--- src/design/poxw_ram.sv ---
// Generic single write port, single read port RAM with registered read data.
module poxw_ram #(
  parameter int WIDTH = 16,
  parameter int DEPTH = 100
) (
  input  logic                     clk_i,
  input  logic                     we_i,
  input  logic [$clog2(DEPTH)-1:0] waddr_i,
  input  logic [WIDTH-1:0]         wdata_i,
  input  logic [$clog2(DEPTH)-1:0] raddr_i,
  output logic [WIDTH-1:0]         rdata_o
);

  logic [WIDTH-1:0] mem_q [DEPTH];

  // Write and registered read.
  always_ff @(posedge clk_i) begin
    if (we_i) begin
      mem_q[waddr_i] <= wdata_i;
    end
    rdata_o <= mem_q[raddr_i];
  end

endmodule

--- config.mk ---
export PLATFORM = sky130hd
export DESIGN_NAME = poxw_ram
export DESIGN_NICKNAME = d
export VERILOG_FILES = /design/src/design/poxw_ram.sv
export SDC_FILE = /design/constraint.sdc
export NUM_CORES = 1
export LEC_CHECK = 0
export ABC_CLOCK_PERIOD_IN_PS = 2900
export CORE_ASPECT_RATIO = 1.1
export CORE_MARGIN = 10
export CORE_UTILIZATION = 60
export CTS_CLUSTER_SIZE = 14
export DETAILED_ROUTE_END_ITERATION = 6
export DONT_BUFFER_PORTS = 1
export PLACE_DENSITY = 0.76
export SETUP_SLACK_MARGIN = 0.1
export SLEW_MARGIN = 20
export SYNTH_ARGS = -nofsm -noshare
export SYNTH_HDL_FRONTEND = slang
export SYNTH_SLANG_ARGS = --single-unit
--- constraint.sdc ---
create_clock -name clk_i -period 2.9 [get_ports clk_i]
set_input_delay 0.435 -clock clk_i [delete_from_list [all_inputs] [get_ports clk_i]]
set_output_delay 0.435 -clock clk_i [all_outputs]
set_load 0.02 [all_outputs]
Word level (Yosys, flattened, before mapping)

Memories as Yosys holds them, arrays and structs flattened. A register that Yosys moved wholly into a read port is not among the register bits.
Index checks and enable logic that the tools add are counted.

Register bits after elaboration: 0
Memory bits (writable): 1,600
Word-level logic and storage cells: 3
Output and inout port bits: 16
Input bits: 32
Memories kept: 1

Memories:

| memory | words | bits a word | read ports | clocked after memory_dff | write ports | RTL line | text |
|---|---|---|---|---|---|---|---|
| mem_q  | 100   | 16          | 1          | 1                        | 1           | 14       | `logic [WIDTH-1:0] mem_q [DEPTH];` |

Mux-type cells: 2

Operators with widths:

| kind              | number |
|---|---|
| two-way mux 1 bit | 2 |

Logic depth before layout (Yosys ltp)

Gate-level depths: netlist of the first run.

Depth in word-level cells: 2
Gate-level depth with buffers: 10
Depth with buffers taken out: 6

Worst setup path after synthesis of the first run

OpenSTA, ideal clock, no wires.

Kind: input to register
From: in waddr_i[5]
To: mem mem_q[57][0] (enable)
Arrival time: 2.207 ns
Required time: 2.491 ns
Slack: 0.284 ns
Cell stages on the path: 4
Setup time: 0.409 ns
Buffers on the path: 0
Cells stage by stage: nor2b_1 nand4_1 or2_2 nor3_1

RTL lines:

| item        | RTL line | text |
|---|---|---|
| from (decl) | 8        | `input logic [$clog2(DEPTH)-1:0] waddr_i,` |
| to (decl)   | 14       |  |

Straight into the memory's write port.

==> results.cfg, run 1 <==
[outcome]
status = complete, but fails checks
violations = negative setup slack

[logic_synthesis]
postSynthAreaPerCell_um2 = 23.2
synth_area_um2 = 61800
yosysTopAreaCellShare = 0.777
yosys_warnings = 0
ys_seq_area_frac = 0.782
synth_top_flop_cell = edfxtp_1
ys_ff_latch = 1616
synth_nets = 2701
synth_cell_type_count = 42
ys_async_sr_fraction = 0
ys_top_cells_by_area = edfxtp_1 (78%), mux4_2 (16%), nor2_1 (0.67%)
synth_cells = 2669
synth_edf_count = 1600
synth.largest_area_cell = edfxtp_1

[route]
first_pass_iters = 6
drtAntennaViolNets = 0
drc = 0
totalWireLength_mm = 155
routedWlPerCell_um = 35.6
vias_per_cell = 6.89
vias = 30000
drt_iter0_markers = 4484

[sta]
slew_headroom = 0.147
fin_crit_sh = 1.06
worst_pin_slew_ns = 1.28
period_needed_ns = 3.06
max_freq_ghz = 0.327
timing.final.ws_setup_ns = -0.160
grt_setup_unrepaired = no
slew_violations = 0
setup_viol = 3
skew_ns = 0.0270
final_hold_viol_count = 0

[power_and_ir_drop]
ir_drop_mv = 0.498
finalPower_uw = 46700
p_leak_uw = 0.0215
power_density_nw_per_um2 = 675

[worst_hold_path]
hp-class = input port to flip-flop
holdPathStages = 2

[cells_and_area]
area_growth_pct = 11.9
final_util = 0.676
drive_gt1_frac = 0.276
layout.nets = 2891

[floorplanning]
initial_core_util = 0.604
ios = 48
placeableCoreArea_um2 = 102000
core.rowCount = 123
die_area_um2 = 116000
die_h_um = 357
die_w_um = 326

[grt]
grt_max_degree = 401
grt_use_total = 0.270
grt_pass1_vias = 30800
grt_antenna_before_repair = 3
overflow = 0
grt_first_pass_wirelength_mm = 224

[clock_network]
clock_latency_ns = 0.77
cts_buffer_depth = 3
clock-sinks = 1616
cts_tree = done
cts.clk_slew.worst_paths_ns = 0.06
cts.repair.resized = 0
clockRootBuffer = clkbuf_16
cts_buffers = 151
cts_max_level = 4

[setup_path]
arrival_ns = 3.67
worst-path-max-fanout = 400
crit_path_start_kind = input port
r2r_cells = 5
crit_type = input port to flip-flop
required_ns = 3.51
end_kind = flip-flop

[place]
port_buffers = 0
place_congestion = 0.860
dpl.hpwl_mm = 81.9

[flow_run]
cap_violations = 0
[area by class of cell]
cell class,instances,area [µm²]
Antenna cell,3,7.51
Clock buffer,199,4030
Clock inverter,75,671
Fill cell,5983,33100
Inverter,4,16.3
Multi-Input combinational cell,905,12600
Sequential cell,1616,48400
Tap cell,1375,1720
Timing Repair Buffer,181,1770
[state kept, by name (all words and copies together), names as in the netlist]
register and count:
rdata_o 16, mem_q 1600
[cell families (layout without fill, tap and decap cells)]
logic type,after synthesis,count (layout),synth area share
DFF,1616,1616,0.782
AOI/OAI and AO/OA,171,171,0.0190
buffers and inverters,148,459,0.0139
muxes,477,477,0.166
other,0,3,0
and+or+nand+nor,257,257,0.0186
[metrics by stage]
step | setup slack (ns) | setup TNS (ns) | instances | hold slack (ns) | cell area (µm²)
after floorplan | 0.284 | 0 | 2669 | 0.534 | 61800
after global routing | 0.129 | 0 | 4355 | 0.0175 | 69200
final | -0.160 | -0.310 | 4358 | 0.0614 | 69200
after global placement | -0.216 | -0.685 | 4060 | 0.548 | 64000
after CTS | 0.244 | 0 | 4355 | 0.00319 | 69200
after detailed placement | -0.152 | -0.337 | 4060 | 0.550 | 64000
[where the power goes]
| part | total, µW | switching [µW] | internal [µW] |
|---|---|---|---|
| Combinational | 1930 | 1070 | 853 |
| Sequential | 25900 | 99.6 | 25800 |
| Clock | 18900 | 8430 | 10500 |
[worst paths after layout]
check	start	to	slack (ns)
worst min register to register	mem_q[98][0]	rdata_o[0]	0.82
worst max register to register	mem_q[60][13]	rdata_o[13]	0.14
worst min-delay path	waddr_i[6]	mem_q[99][0]	0.06
worst max-delay path	raddr_i[0]	rdata_o[13]	-0.16
[cell usage after synthesis (3+ instances only)]
cell,instances
mux4_2,440
buf_6,19
a31o_1,10
mux2i_1,35
o221ai_1,3
nand4_1,3
nand2b_1,5
buf_4,26
buf_1,8
a22oi_1,24
a211oi_1,38
and2_1,12
a221oi_1,6
dfxtp_1,16
nor4_1,5
a21boi_0,4
clkbuf_1,49
o211ai_1,3
a2111oi_0,3
nor2b_1,32
edfxtp_1,1600
a21oi_1,27
nor2_1,110
nor3_1,12
a31oi_1,12
o21ai_0,14
buf_2,41
nand3_1,13
nand2_1,61
o22ai_1,20
[routing by layer]
metal / part of all wire / track usage / vias to the layer above
met5: 0.00024 / 0 / -
met4: 0.054 / 0.132 / 6
met3: 0.12 / 0.0745 / 424
met2: 0.48 / 0.425 / 2104
met1: 0.34 / 0.351 / 15700
li1: - / - / 11800
[critical path: stages]
cell	delay, ns
mux4_2	0.90
mux4_2	0.54
o22ai_1	0.84
a31o_1	0.30
a21oi_1	0.07
[cell usage in the layout (no fill, tap or decap), types with 31 or more instances in the layout]
| master | instances |
|---|---|
| a211oi_1 | 38 |
| buf_4 | 154 |
| clkbuf_1 | 44 |
| clkbuf_16 | 154 |
| clkinv_1 | 33 |
| edfxtp_1 | 1600 |
| mux2i_1 | 35 |
| mux4_2 | 440 |
| nand2_1 | 61 |
| nor2_1 | 110 |
| nor2b_1 | 31 |
[timing repair]
| action | CTS | global route |
|---|---|---|
| endpoints found under the hold margin | 1613 | 0 |
| hold buffers | 21 | 0 |
| endpoints found under the setup margin | 0 | 0 |
| setup buffers | 0 | 0 |
Power figures use the tool's default switching activity.
==> run 2, diff against run 1 <==
--- a/config.mk
+++ b/config.mk
@@ -12,7 +12,8 @@
 export CTS_CLUSTER_SIZE = 14
 export DETAILED_ROUTE_END_ITERATION = 6
 export DONT_BUFFER_PORTS = 1
-export PLACE_DENSITY = 0.76
+export HOLD_SLACK_MARGIN = 0.12
+export PLACE_DENSITY_LB_ADDON = 0.3
 export SETUP_SLACK_MARGIN = 0.1
 export SLEW_MARGIN = 20
 export SYNTH_ARGS = -nofsm -noshare
==> run 2 against run 1 <==
Against the previous run:
- the run now ends clean
- critical path depth up 3
- largest power group unchanged
- critical endpoint is now rdata_o[12]
- global-route usage down 0.37 points
- clock skew up 0.0025 ns
- die area unchanged
- non-clock buffer count up 26
- largest cell class unchanged
==> results.cfg, run 2 (synthesis results as in run 1) <==
[floorplanning]
ios = 48
core.rowCount = 123
die_area_um2 = 116000
initial_core_util = 0.604
die_w_um = 326
die_h_um = 357
placeableCoreArea_um2 = 102000

[clock_network]
clockRootBuffer = clkbuf_16
cts_max_level = 4
cts_buffers = 152
cts_buffer_depth = 3
clock-sinks = 1616
cts.clk_slew.worst_paths_ns = 0.06
cts_tree = done
clock_latency_ns = 0.76
cts_setup_buffers = 0

[route]
vias = 29600
vias_per_cell = 6.75
first_pass_iters = 5
drtAntennaViolNets = 0
drc = 0
drt_iter0_markers = 4237
routedWlPerCell_um = 34.7
totalWireLength_mm = 152

[cells_and_area]
largestRegisters = mem_q (1600), rdata_o (16)
stdcell_count = 4390
drive_gt1_frac = 0.275
area_growth_pct = 12.6
nFillCells = 6060
largest_register = mem_q
layout_commonest_cell = edfxtp_1
final_cell_mix = edfxtp_1 (1600), mux4_2 (440), clkbuf_16 (160), buf_4 (148), nor2_1 (110)
layout.nets = 2918
largest_reg_flops = 1600

[place]
dp_cells = 4060
dpl.hpwl_mm = 78.4
place_congestion = 0.819
port_buffers = 0
dp_slack_ns = -0.0405

[sta]
setup_viol = 0
fin_crit_sh = 0.965
slew_violations = 0
slew_headroom = 0.167
skew_ns = 0.0296
period_needed_ns = 2.80
max_freq_ghz = 0.357
holdWs_ns = 0.110
final_hold_viol_count = 0
grt_setup_unrepaired = no
worst_pin_slew_ns = 1.25
timing.final.ws_setup_ns = 0.102

[setup_path]
required_ns = 3.49
arrival_ns = 3.39
path_buf_inv = 2
crit_family = multiplexers
crit_path_start_kind = input port
startpoint = raddr_i[0]
r2r_end = rdata_o[7]
slowest_stage = mux4_2
timing.critical_path.mode_cell = a21boi_0
path_cells = mux4_2 > a22oi_1 > a21boi_0 > nor3_1 > buf_4 > o21ai_0 > dlygate4sd3_1 > a21boi_0
crit_type = input port to flip-flop
r2r_setup_slack_ns = 0.18
slowest_delay_ns = 0.87
end_kind = flip-flop
path_depth = 8
r2r_start = mem_q[43][7]
cp-endpoint = rdata_o[12]
r2r_cells = 8
worst-path-max-fanout = 400

[grt]
grt_first_pass_wirelength_mm = 221
use_met2 = 0.429
grt_max_degree = 401
grt.met1_usage = 0.349
grt_use_total = 0.267
top_usage_layer = met2
overflow = 0
grt_pass1_vias = 30400
grt_antenna_before_repair = 2
grtUsageMet3 = 0.0688

[power_and_ir_drop]
power_density_nw_per_um2 = 673
switching_share = 0.202
clkPwrFrac = 0.406
p_leak_uw = 0.0217
p_int_uw = 37400
ir_drop_mv = 0.424
pwr-share-seq = 0.552
pwr-share-comb = 0.042
p_sw_uw = 9460

[outcome]
status = finished, final reports clean

[flow_run]
cap_violations = 0

[worst_hold_path]
hp-class = input port to flip-flop
[run 2: final cells by class]
cell class / count / area, µm² / share of cell area
sequential: 1616 / 48400 / 0.695
multi-input combinational: 905 / 12600 / 0.181
clock buffer: 197 / 4160 / 0.0598
timing repair buffer: 207 / 2110 / 0.0303
tap: 1375 / 1720 / 0.0247
clock inverter: 85 / 601 / 0.00863
inverter: 4 / 16.3 / 0.000234
antenna: 1 / 2.50 / 0.0000359
[run 2: worst min-delay path by stage]
stage | start | to | slack (ns) | cells after the start
6_report | wdata_i[2] | mem_q[86][2] | 0.11 | 1
5_1_grt | wdata_i[11] | mem_q[59][11] | 0.12 | 1
3_5_place_dp | wdata_i[9] | mem_q[59][9] | 0.55 | 0
4_1_cts | wdata_i[6] | mem_q[80][6] | 0.12 | 1
2_1_floorplan | wdata_i[0] | mem_q[0][0] | 0.53 | 0
3_3_place_gp | wdata_i[9] | mem_q[42][9] | 0.55 | 0
[run 2: power by group through the flow]
| stage | Clock, µW | Sequential (µW) | Combinational [µW] |
|---|---|---|---|
| 2_1_floorplan | 0 | 26300 | 1260 |
| 3_3_place_gp | 0 | 26400 | 1380 |
| 3_5_place_dp | 0 | 26400 | 1390 |
| 4_1_cts | 19300 | 25900 | 1930 |
| 5_1_grt | 20200 | 25900 | 2030 |
| 6_report | 19000 | 25900 | 1960 |
[run 2: per-stage QoR]
| stage | power (µW) | util | cell area [µm²] | TNS, ns |
|---|---|---|---|---|
| 4_1_cts | 47100 | 0.680 | 69600 | 0 |
| 3_3_place_gp | 27700 | 0.626 | 64100 | -0.0162 |
| 6_report | 46900 | 0.680 | 69600 | 0 |
| 3_5_place_dp | 27800 | 0.626 | 64100 | -0.0687 |
| 5_1_grt | 48100 | 0.680 | 69600 | 0 |
| 2_1_floorplan | 27600 | - | 61800 | 0 |
[run 2: per-layer routing]
metal  vias to the layer above  share of wire
met5                         -              0
met4                         0          0.041
met3                       303           0.11
met2                      1916           0.50
met1                     15600           0.35
li1                      11800              -
[run 2: what timing repair did]
action / in CTS / in global routing
hold buffers: 47 / 0
endpoints found under the hold margin: 1656 / 0
setup endpoints to repair: 0 / 1
resized for setup: 0 / 2
